===== src/hdl/sqlm_pkg.sv =====
`default_nettype none

package sqlm_pkg;

  localparam int PATTERN_MAX = 32;
  localparam int POS_W       = $clog2(PATTERN_MAX + 1);
  localparam int UNIT_W      = 16;
  localparam int APB_DW      = 32;
  localparam int APB_AW      = 3;

  localparam logic [UNIT_W-1:0] UNIT_ONE   = 16'h005F;
  localparam logic [UNIT_W-1:0] UNIT_ANY   = 16'h0025;
  localparam logic [UNIT_W-1:0] FOLD_LO    = 16'h0061;
  localparam logic [UNIT_W-1:0] FOLD_HI    = 16'h007A;
  localparam logic [UNIT_W-1:0] FOLD_DELTA = 16'h0020;

  localparam logic [APB_AW-1:0] ADDR_ESCAPE = 3'd0;

  typedef enum logic [1:0] {
    REQ_CLEAR   = 2'd0,
    REQ_APPEND  = 2'd1,
    REQ_SUBJECT = 2'd2,
    REQ_END     = 2'd3
  } req_type_e;

  typedef enum logic [1:0] {
    KIND_LIT = 2'd0,
    KIND_ONE = 2'd1,
    KIND_ANY = 2'd2
  } kind_e;

  typedef struct packed {
    kind_e             kind;
    logic [UNIT_W-1:0] unit;
  } entry_t;

  typedef struct packed {
    req_type_e         req_type;
    logic [UNIT_W-1:0] code_unit;
  } item_t;

  typedef struct packed {
    logic matched;
    logic pattern_overflow;
  } result_t;

  function automatic logic [UNIT_W-1:0] fold_unit(input logic [UNIT_W-1:0] u);
    return (u >= FOLD_LO && u <= FOLD_HI) ? u - FOLD_DELTA : u;
  endfunction

endpackage

`default_nettype wire


===== src/hdl/sqlm_cfg.sv =====
`default_nettype none

module sqlm_cfg
  import sqlm_pkg::*;
(
  input  wire logic              clk_i,
  input  wire logic              rst_ni,
  input  wire logic              psel,
  input  wire logic              penable,
  input  wire logic              pwrite,
  input  wire logic [APB_AW-1:0] paddr,
  input  wire logic [APB_DW-1:0] pwdata,
  output logic      [APB_DW-1:0] prdata,
  output logic                   pready,
  output logic      [UNIT_W-1:0] escape_unit_o
);

  logic [UNIT_W-1:0] esc_q;
  logic [UNIT_W-1:0] esc_d;
  logic              wr_en;
  logic              sel_esc;

  assign pready  = 1'b1;
  assign sel_esc = (paddr[APB_AW-1:2] == ADDR_ESCAPE[APB_AW-1:2]);
  assign wr_en   = psel && penable && pwrite && sel_esc;

  always_comb begin
    esc_d = esc_q;
    if (wr_en) begin
      esc_d = pwdata[UNIT_W-1:0];
    end
  end

  always_ff @(posedge clk_i or negedge rst_ni) begin
    if (!rst_ni) begin
      esc_q <= '0;
    end else begin
      esc_q <= esc_d;
    end
  end

  always_comb begin
    prdata = '0;
    if (sel_esc) begin
      prdata = {{(APB_DW-UNIT_W){1'b0}}, esc_q};
    end
  end

  assign escape_unit_o = esc_q;

endmodule

`default_nettype wire


===== src/hdl/sqlm_core.sv =====
`default_nettype none

module sqlm_core
  import sqlm_pkg::*;
(
  input  wire logic              clk_i,
  input  wire logic              rst_ni,
  input  wire logic              fire_i,
  input  wire item_t             item_i,
  input  wire logic [UNIT_W-1:0] escape_unit_i,
  output logic                   res_valid_o,
  output result_t                res_o
);

  entry_t               store_q [PATTERN_MAX];
  logic [POS_W-1:0]     len_q, len_d;
  logic                 pend_q, pend_d;
  logic                 ovf_q, ovf_d;
  logic [PATTERN_MAX:0] act_q, act_d;

  logic                 put_a_v, put_b_v;
  entry_t               put_a, put_b, first_e;
  logic [1:0]           put_n;
  logic [POS_W:0]       len_sum, len_p1;
  logic [POS_W-1:0]     len_new;
  logic                 ovf_set;
  logic                 rearm, step, finish, clear;
  logic [UNIT_W-1:0]    unit_f;
  logic                 we [PATTERN_MAX];
  entry_t               eff [PATTERN_MAX];
  logic [PATTERN_MAX:0] live, anym, base, gen, closed, nxt;
  logic [PATTERN_MAX+1:0] csum, carries;

  assign unit_f = fold_unit(item_i.code_unit);

  always_comb begin
    put_a_v = 1'b0;
    put_b_v = 1'b0;
    put_a   = '{kind: KIND_LIT, unit: fold_unit(escape_unit_i)};
    put_b   = '{kind: KIND_LIT, unit: unit_f};
    pend_d  = pend_q;
    rearm   = 1'b0;
    step    = 1'b0;
    finish  = 1'b0;
    clear   = 1'b0;
    unique case (item_i.req_type)
      REQ_CLEAR: begin
        clear  = 1'b1;
        pend_d = 1'b0;
        rearm  = 1'b1;
      end
      REQ_APPEND: begin
        rearm  = 1'b1;
        pend_d = 1'b0;
        if (pend_q && (item_i.code_unit == UNIT_ONE || item_i.code_unit == UNIT_ANY)) begin
          put_b_v = 1'b1;
          put_b   = '{kind: KIND_LIT, unit: item_i.code_unit};
        end else begin
          put_a_v = pend_q;
          if (item_i.code_unit == UNIT_ONE) begin
            put_b_v = 1'b1;
            put_b   = '{kind: KIND_ONE, unit: '0};
          end else if (item_i.code_unit == UNIT_ANY) begin
            put_b_v = 1'b1;
            put_b   = '{kind: KIND_ANY, unit: '0};
          end else if (escape_unit_i != '0 && item_i.code_unit == escape_unit_i) begin
            pend_d = 1'b1;
          end else begin
            put_b_v = 1'b1;
          end
        end
      end
      REQ_SUBJECT: begin
        put_a_v = pend_q;
        pend_d  = 1'b0;
        step    = 1'b1;
      end
      REQ_END: begin
        put_a_v = pend_q;
        pend_d  = 1'b0;
        finish  = 1'b1;
        rearm   = 1'b1;
      end
      default: begin
      end
    endcase
  end

  // up to two new entries: pending escape literal, then the unit itself
  assign put_n   = {1'b0, put_a_v} + {1'b0, put_b_v};
  assign first_e = put_a_v ? put_a : put_b;
  assign len_sum = {1'b0, len_q} + {{(POS_W-1){1'b0}}, put_n};
  assign len_p1  = {1'b0, len_q} + {{POS_W{1'b0}}, 1'b1};
  assign ovf_set = len_sum > (POS_W+1)'(PATTERN_MAX);
  assign len_new = ovf_set ? POS_W'(PATTERN_MAX) : len_sum[POS_W-1:0];

  always_comb begin
    anym = '0;
    live = '0;
    for (int i = 0; i < PATTERN_MAX; i++) begin
      we[i]  = 1'b0;
      eff[i] = store_q[i];
      if ((POS_W+1)'(i) == {1'b0, len_q} && put_n != 2'd0) begin
        we[i]  = 1'b1;
        eff[i] = first_e;
      end else if ((POS_W+1)'(i) == len_p1 && put_n == 2'd2) begin
        we[i]  = 1'b1;
        eff[i] = put_b;
      end
      live[i] = (POS_W+1)'(i) < {1'b0, len_new};
      anym[i] = live[i] && (eff[i].kind == KIND_ANY);
    end
  end

  // epsilon closure through runs of '%' as one carry chain
  assign base    = pend_q ? {{PATTERN_MAX{1'b0}}, 1'b1} : act_q;
  assign gen     = base & anym;
  assign csum    = {1'b0, anym} + {1'b0, gen};
  assign carries = csum ^ {1'b0, anym} ^ {1'b0, gen};
  assign closed  = base | carries[PATTERN_MAX:0];

  always_comb begin
    nxt = '0;
    for (int i = 0; i < PATTERN_MAX; i++) begin
      if (closed[i] && live[i]) begin
        case (eff[i].kind)
          KIND_ANY: nxt[i]   = 1'b1;
          KIND_ONE: nxt[i+1] = 1'b1;
          KIND_LIT: nxt[i+1] = nxt[i+1] | (eff[i].unit == unit_f);
          default: begin
          end
        endcase
      end
    end
  end

  always_comb begin
    len_d = len_q;
    ovf_d = ovf_q;
    act_d = act_q;
    if (fire_i) begin
      len_d = clear ? '0 : len_new;
      ovf_d = clear ? 1'b0 : (ovf_q | ovf_set);
      if (rearm) begin
        act_d = {{PATTERN_MAX{1'b0}}, 1'b1};
      end else if (step) begin
        act_d = nxt;
      end
    end
  end

  always_ff @(posedge clk_i or negedge rst_ni) begin
    if (!rst_ni) begin
      len_q  <= '0;
      pend_q <= 1'b0;
      ovf_q  <= 1'b0;
      act_q  <= {{PATTERN_MAX{1'b0}}, 1'b1};
    end else begin
      len_q  <= len_d;
      pend_q <= fire_i ? pend_d : pend_q;
      ovf_q  <= ovf_d;
      act_q  <= act_d;
    end
  end

  always_ff @(posedge clk_i) begin
    for (int i = 0; i < PATTERN_MAX; i++) begin
      if (fire_i && we[i]) begin
        store_q[i] <= eff[i];
      end
    end
  end

  assign res_valid_o          = fire_i && finish;
  assign res_o.matched        = closed[len_new];
  assign res_o.pattern_overflow = ovf_q | ovf_set;

`ifndef SYNTH
  a_len_bound: assert property (@(posedge clk_i) disable iff (!rst_ni)
    len_q <= POS_W'(PATTERN_MAX))
    else $error("pattern length beyond capacity");

  a_clear: assert property (@(posedge clk_i) disable iff (!rst_ni)
    fire_i && item_i.req_type == REQ_CLEAR |=> len_q == '0 && !ovf_q && !pend_q)
    else $error("clear did not empty the pattern");

  a_pend_src: assert property (@(posedge clk_i) disable iff (!rst_ni)
    $rose(pend_q) |-> $past(fire_i && item_i.req_type == REQ_APPEND))
    else $error("escape pending without append");

  a_ovf_full: assert property (@(posedge clk_i) disable iff (!rst_ni)
    $rose(ovf_q) |-> len_q == POS_W'(PATTERN_MAX))
    else $error("overflow flagged while pattern not full");
`endif

endmodule

`default_nettype wire


===== src/hdl/sql_like_wildcard_matcher.sv =====
// Case-insensitive SQL LIKE matcher with a 32-entry pattern store.
// Input channel (in_valid_i/in_ready_o) carries req_type_i and code_unit_i:
// clear pattern, append pattern unit, subject unit, end of subject.
// Only end-of-subject items give a result on the output channel
// (out_valid_o/out_ready_i): matched_o and pattern_overflow_o.
// The escape unit is written through the APB port at address 0 (zero = off);
// write it only while the block is idle.
// Timing: an item is registered on acceptance and processed when it leaves that
// register, by one pass through the NFA update (one 33-bit carry chain for the '%'
// closure plus 32 parallel unit compares); an end item's result is registered in
// the output register behind out_valid_o. One item per cycle is sustained while
// in_ready_o is high. When the receiver stalls, the output register holds the result;
// pattern and subject items keep flowing, and in_ready_o drops only when an end item
// waits behind an unaccepted result.
// Reset empties the pattern, clears the escape and overflow state and rearms
// the NFA; the escape register resets to zero.
`default_nettype none

module sql_like_wildcard_matcher
  import sqlm_pkg::*;
(
  input  wire logic              clk_i,
  input  wire logic              rst_ni,
  input  wire logic              in_valid_i,
  output logic                   in_ready_o,
  input  wire logic [1:0]        req_type_i,
  input  wire logic [UNIT_W-1:0] code_unit_i,
  output logic                   out_valid_o,
  input  wire logic              out_ready_i,
  output logic                   matched_o,
  output logic                   pattern_overflow_o,
  input  wire logic              psel,
  input  wire logic              penable,
  input  wire logic              pwrite,
  input  wire logic [APB_AW-1:0] paddr,
  input  wire logic [APB_DW-1:0] pwdata,
  output logic      [APB_DW-1:0] prdata,
  output logic                   pready
);

  logic              s1_v_q, s1_v_d;
  item_t             s1_q;
  logic              out_v_q, out_v_d;
  result_t           out_q;
  logic              out_free, s1_go, in_fire;
  logic              res_v;
  result_t           res;
  logic [UNIT_W-1:0] esc;

  sqlm_cfg u_cfg (
    .clk_i         (clk_i),
    .rst_ni        (rst_ni),
    .psel          (psel),
    .penable       (penable),
    .pwrite        (pwrite),
    .paddr         (paddr),
    .pwdata        (pwdata),
    .prdata        (prdata),
    .pready        (pready),
    .escape_unit_o (esc)
  );

  assign out_free   = !out_v_q || out_ready_i;
  assign s1_go      = s1_v_q && (s1_q.req_type != REQ_END || out_free);
  assign in_ready_o = !s1_v_q || s1_go;
  assign in_fire    = in_valid_i && in_ready_o;

  always_comb begin
    s1_v_d = s1_v_q;
    if (in_fire) begin
      s1_v_d = 1'b1;
    end else if (s1_go) begin
      s1_v_d = 1'b0;
    end
  end

  always_ff @(posedge clk_i or negedge rst_ni) begin
    if (!rst_ni) begin
      s1_v_q <= 1'b0;
    end else begin
      s1_v_q <= s1_v_d;
    end
  end

  always_ff @(posedge clk_i) begin
    if (in_fire) begin
      s1_q.req_type  <= req_type_e'(req_type_i);
      s1_q.code_unit <= code_unit_i;
    end
  end

  sqlm_core u_core (
    .clk_i         (clk_i),
    .rst_ni        (rst_ni),
    .fire_i        (s1_go),
    .item_i        (s1_q),
    .escape_unit_i (esc),
    .res_valid_o   (res_v),
    .res_o         (res)
  );

  always_comb begin
    out_v_d = out_v_q;
    if (res_v) begin
      out_v_d = 1'b1;
    end else if (out_ready_i) begin
      out_v_d = 1'b0;
    end
  end

  always_ff @(posedge clk_i or negedge rst_ni) begin
    if (!rst_ni) begin
      out_v_q <= 1'b0;
    end else begin
      out_v_q <= out_v_d;
    end
  end

  always_ff @(posedge clk_i) begin
    if (res_v) begin
      out_q <= res;
    end
  end

  assign out_valid_o        = out_v_q;
  assign matched_o          = out_q.matched;
  assign pattern_overflow_o = out_q.pattern_overflow;

endmodule

`default_nettype wire

===== config.mk =====
export PLATFORM = sky130hd
export DESIGN_NAME = sql_like_wildcard_matcher
export DESIGN_NICKNAME = d
export VERILOG_FILES = /design/src/hdl/sqlm_pkg.sv /design/src/hdl/sqlm_cfg.sv /design/src/hdl/sqlm_core.sv /design/src/hdl/sql_like_wildcard_matcher.sv
export SDC_FILE = /design/constraint.sdc
export NUM_CORES = 2
export LEC_CHECK = 0
export ABC_AREA = 1
export ABC_CLOCK_PERIOD_IN_PS = 5600
export BUFFER_PORTS_ARGS = -buffer_cell sky130_fd_sc_hd__buf_2
export CAP_MARGIN = 40
export CORE_MARGIN = 2
export CORE_UTILIZATION = 50
export CTS_CLUSTER_SIZE = 25
export DETAILED_ROUTE_END_ITERATION = 7
export PLACE_DENSITY_LB_ADDON = 0.05
export SLEW_MARGIN = 10
export SYNTH_ARGS = -nofsm -noshare
export SYNTH_HDL_FRONTEND = slang
export SYNTH_SLANG_ARGS = --single-unit

===== constraint.sdc =====
create_clock -name clk_i -period 5.6 [get_ports clk_i]
set_clock_uncertainty 0.1 [all_clocks]
set_input_delay 0 -clock clk_i [delete_from_list [all_inputs] [get_ports clk_i]]
set_output_delay 0 -clock clk_i [all_outputs]
set_load 0.02 [all_outputs]

# After elaboration in Yosys (flattened, before gate mapping)
# Memory sizes are Yosys's and may differ from the RTL's.
# Cells that the tools add are included.
# word_totals
in_bits	60
memories	1
register_bits	79
elab_cells	892
ramBits	576
output_inout_bits	37
# op_classes
n_reduce_logical	250
mux	414
n_lt_le_gt_ge	38
n_eq_ne	166
add_sub_neg	6
n_bitwise	6
# memory_table
name	depth	width	rd	rd_ports_with_merged_regs	write_ports	line_no	source
u_core.store_q	32	18	32	0	2	sqlm_core.sv:15	entry_t store_q [PATTERN_MAX];
# ops
operator	count
$mux W18	99
$reduce_or A18 Y1	30
$eq A16 B16 Y1	33
$mux W1	210
$logic_and A1 B1 Y1	170
$mux W5	30
$eq A5 B7 Y1 const A	16
$mux W33	3
$eq A5 B6 Y1 const A	16
$lt A5 B6 Y1 const A	16
$eq A2 B2 Y1 const B	35
$pmux W1 S2	34
$eq A2 B1 Y1 const B	33
$logic_not A2 Y1	33
$mux W2	32
$eq A4 B7 Y1 const A	8
$eq A4 B6 Y1 const A	8
$lt A4 B6 Y1 const A	8
$mux W16	3
$add A32 B33 Y33	1
$and A33 B32 Y33	1
$or A33 B33 Y33	1
$xor A33 B32 Y33	1
$xor A33 B33 Y33	1
other kinds (33)	58

# Depth between registers and ports, before layout
# depth
ltp_word	85
ltp_mapped	41
depth_no_buf	40

# Hierarchy
# Synthesis repeated with hierarchy kept, for this count alone.
# hier_totals
cells_unflattened	4970
hier_area_um2	42034.1
# modules_own_cells
module	instances	seq_area_each_um2	cells_per_inst	area_each_um2
sqlm_core	1	18323.8	4812	40383.7
sqlm_cfg	1	400.4	125	938.4
sql_like_wildcard_matcher	1	650.6	33	711.9

# Least setup slack after synthesis
# OpenSTA, ideal clock, no wires.
# synth_path
kind	register to register
startpoint	register s1_q[12] (netlist name)
endpoint	register out_q, in the netlist matched_o (data pin)
arrival_ns	5.356
path_slack_ns	-0.112
synth_period_minus_slack_ns	5.712
required_ns	5.244
setup_ns	0.256
path_stages_with_launch	39
cell_sequence	edfxtp_1 -> buf_2 -> clkbuf_1 -> buf_1 -> clkbuf_1 -> xnor2_1 -> nand4_1 -> nor2_1 -> o311ai_0 -> nor2_1 -> nor2_1 -> ha_1 -> ha_1 -> fa_1 -> nand2_1 -> inv_1 -> nand2_2 -> inv_1 -> [3 not listed] -> nor2_1 -> ha_1 -> inv_1 -> nand2_1 -> nand2_1 -> nand2_2 -> nand2_1 -> nand2_2 -> nand2_1 -> nand2_2 -> nor2_1 -> nand2_1 -> nand3_1 -> nand2_1 -> nand2_1 -> nand3_1 -> a21oi_1 -> nand2_1
# synth_rtl
item	line_no	source
start, declared	sql_like_wildcard_matcher.sv:42	item_t s1_q;
end signal, assigned	sql_like_wildcard_matcher.sv:121	out_q <= res;
end, declared	sql_like_wildcard_matcher.sv:44	result_t out_q;

==> flow_metrics.py <==
metrics = {
    "clocking": {
        "cts.path.max_buffers": 3,
        "path_clk_slew_ns": 0.06,
        "worstSkewPairLatency_ns": 0.67,
        "cts.sinks": 655,
        "clockRootBuffer": "clkbuf_16",
        "cts_tree": "yes",
        "cts_buffers": 77,
        "htreeDepth": 3,
    },
    "timing": {
        "fmax_mhz": 187,
        "period_share_pct": 95.3,
        "hold_viol_final": 0,
        "setup_viol": 0,
        "rsz0062_at_grt": "true",
        "finalWorstSetupSlack_ns": 0.265,
        "post-route-min-period_ns": 5.34,
        "worst_hold_slack_ns": 0.0353,
        "report.final.slew_viol_count": 0,
        "worstMarginPinSlew_ns": 0.966,
        "slew_headroom_pct": 35.6,
    },
    "synth": {
        "synth_fa_ha_area_share_pct": 0.282,
        "synth.most_common_cell": "nand2_1",
        "synth-edff-count": 596,
        "synthXorXnorAreaFrac_pct": 8.69,
        "synthTopCellsByCount": "nand2_1, edfxtp_1, a22oi_1, xor2_1, nor2_1",
        "synthCells": 4980,
        "netlist_top_cells_area": "edfxtp_1, a22oi_1, nand2_1",
        "avgSynthCellArea_um2": 8.54,
        "synth_compound_area_share_pct": 16.3,
        "ys_types": 64,
        "ys_seq_area_share_pct": 45.5,
        "netlist_area_mm2": 0.0425,
        "netlist.top_cell.by_area": "edfxtp_1",
        "synth_warnings": 0,
        "async_flop_share_pct": 9.01,
        "synthSimpleGateAreaFrac_pct": 22.0,
        "synth_flop_cell": "edfxtp_1",
        "synth_seq_cells": 655,
        "synth_top_family_by_area": "simple AND/OR/NAND/NOR gates",
        "synth.top_cell.area_share_pct": 42.1,
        "synth.mux.area_fraction_pct": 0,
    },
    "route": {
        "num_vias": 39662,
        "wl_per_cell_um": 26.9,
        "drt_first_iter_violations": 5291,
        "drc": 0,
        "drt-pass1-iter-count": 8,
        "ant_nets": 0,
        "wirelength_um": 174000,
        "vias_per_cell": 6.15,
    },
    "cells_and_area": {
        "syn_to_final_growth_pct": 16.4,
        "nNetsFinal": 5313,
        "stdcell_count": 6444,
        "drive_above_1_share_pct": 17.4,
    },
    "setup_path": {
        "endpoint_kind": "flip-flop",
        "startpoint_type": "flip-flop",
        "worstPathRequired_ns": 6.08,
        "path_max_fanout": 10,
        "cp_common_cell": "nand3_1",
        "worstPathArrival_ns": 5.82,
        "path_class": "reg2reg",
        "slowest_stage": "dfrtp_1",
        "max_stage_delay_ns": 0.38,
    },
    "floorplan": {
        "ios": 97,
        "die-area_mm2": 0.0874,
        "fp.dieW_um": 296,
        "die_h_um": 296,
        "core_mm2": 0.0840,
        "num_rows": 106,
        "start_util_pct": 50.7,
    },
    "placed_design": {
        "post-dp-hpwl_um": 117000,
        "dp.cells": 6194,
        "portBuffers": 61,
        "gp_congestion": 1.07,
        "place_ws_ns": 0.00688,
    },
    "power": {
        "p_leak_nw": 20.6,
        "p_per_area_mw_per_mm2": 247,
        "ir_worst_vdd_mv": 0.248,
    },
    "global_routing": {
        "gr-usage-all-layers_pct": 39.1,
        "antenna_found_initial": 9,
        "first_global_vias": 37277,
        "overflow": 0,
        "grt_max_degree": 64,
        "grt_pass1_wl_um": 250000,
    },
    "run_status": {
        "status": "complete, no violations",
    },
    "hold_path": {
        "hp-class": "in2reg",
    },
    "run": {
        "maxCapViolCount": 0,
    },
}
kinds of logic after synthesis:
logic type / Yosys count
simple gates: 2070
other cells: 2
buf+inv: 720
fa+ha+maj: 9
compound gates: 1102
flops: 655
xor+xnor: 422
worst max-delay path, delay by kind of cell (launching register included):
| family | cells | cell delay [ns] |
|---|---|---|
| AO/OA/AOI/OAI | 3 | 0.84 |
| adder cells (fa/ha/maj) | 1 | 0.23 |
| buffers and inverters | 8 | 1.29 |
| flip-flops | 1 | 0.38 |
| AND/OR/NAND/NOR | 17 | 2.43 |
per-stage QoR:
step	util (%)	total power [W]	TNS (ns)	instance area, um^2
after global routing	59.0	0.0125	-0.280	49500
after CTS	58.2	0.0122	0	48900
after detailed placement	54.2	0.00694	0	45500
after floorplan	-	0.00629	0	42600
final	59.0	0.0123	0	49500
after global placement	54.0	0.00693	-0.0300	45300
layout make-up:
class / count / area (um^2)
diodes: 3 / 7.51
fillers: 7583 / 34400
clock inverters: 49 / 586
flip-flops and latches: 655 / 19400
clock buffers: 93 / 2000
well taps: 1134 / 1420
inverters: 404 / 1550
multi-input cells: 3620 / 20700
repair buffers: 486 / 3910
cell usage in the layout (no fill, tap or decap), types with 7 or more instances in the layout:
| cell type | count |
|---|---|
| o21ai_4 | 9 |
| a21oi_1 | 62 |
| xor2_1 | 410 |
| nand3_2 | 18 |
| or2_1 | 7 |
| clkbuf_1 | 15 |
| nand2_4 | 19 |
| inv_1 | 284 |
| buf_2 | 60 |
| o21ai_1 | 84 |
| inv_2 | 77 |
| o21ai_0 | 396 |
| xnor2_1 | 12 |
| clkbuf_16 | 77 |
| nor2_4 | 32 |
| buf_6 | 8 |
| nand2_2 | 72 |
| edfxtp_1 | 596 |
| clkinv_1 | 45 |
| nand4_1 | 71 |
| nand3_1 | 336 |
| dfrtp_1 | 58 |
| a22oi_1 | 495 |
| dlygate4sd3_1 | 78 |
| nor3_1 | 18 |
| bufinv_16 | 9 |
| o21bai_1 | 8 |
| nand3b_1 | 13 |
| clkinv_2 | 18 |
| buf_4 | 325 |
| a21oi_2 | 10 |
| nor2_1 | 364 |
| nor2_2 | 81 |
| or2_2 | 36 |
| nor4_1 | 34 |
| nand2_1 | 943 |
| o21ai_2 | 11 |
| conb_1 | 17 |
| buf_12 | 9 |
routing by layer:
metal | global-route usage (%) | share of wire (%) | up-vias | wire length (um)
met5 | 0 | 0.032 | - | 55
met4 | 19.0 | 5.3 | 8 | 9240
met3 | 8.26 | 11 | 460 | 19800
met2 | 58.9 | 43 | 2372 | 74900
met1 | 53.5 | 40 | 19002 | 69600
li1 | - | - | 17820 | -
final timing paths:
check	from	to	depth (start not counted)	slack, ns
min in group asynchronous	rst_ni	u_core.act_q[0]	3	0.42
worst min register to register	u_core.act_q[0]	u_core.act_q[0]	2	0.38
max in group asynchronous	rst_ni	u_cfg.escape_unit_o[8]	4	4.32
worst min-delay path	pwrite	u_cfg.escape_unit_o[10]	4	0.04
worst max register to register	u_cfg.escape_unit_o[3]	u_core.act_q[32]	29	0.26
worst max-delay path	u_cfg.escape_unit_o[3]	u_core.act_q[32]	29	0.26
timing repair:
action	CTS	global route
pin swaps	0	34
endpoints found under the hold margin	108	0
resized for setup	2	133
gates cloned	0	0
endpoints found under the setup margin	4	28
hold buffers	79	0
buffers inserted	0	26
sequential cells by signal (all words and copies together) (netlist names), 6 cells and up:
signal               count
s1_q                    18
u_cfg.escape_unit_o     16
u_core.act_q            33
u_core.len_q             6
u_core.store_q         576
power by group:
part	switching, W	internal [W]	leakage [nW]
logic	0.00112	0.000481	13.2
registers	0.0000644	0.00534	6.14
clock network	0.00226	0.00300	1.25
(Power assumes the default switching activity.)
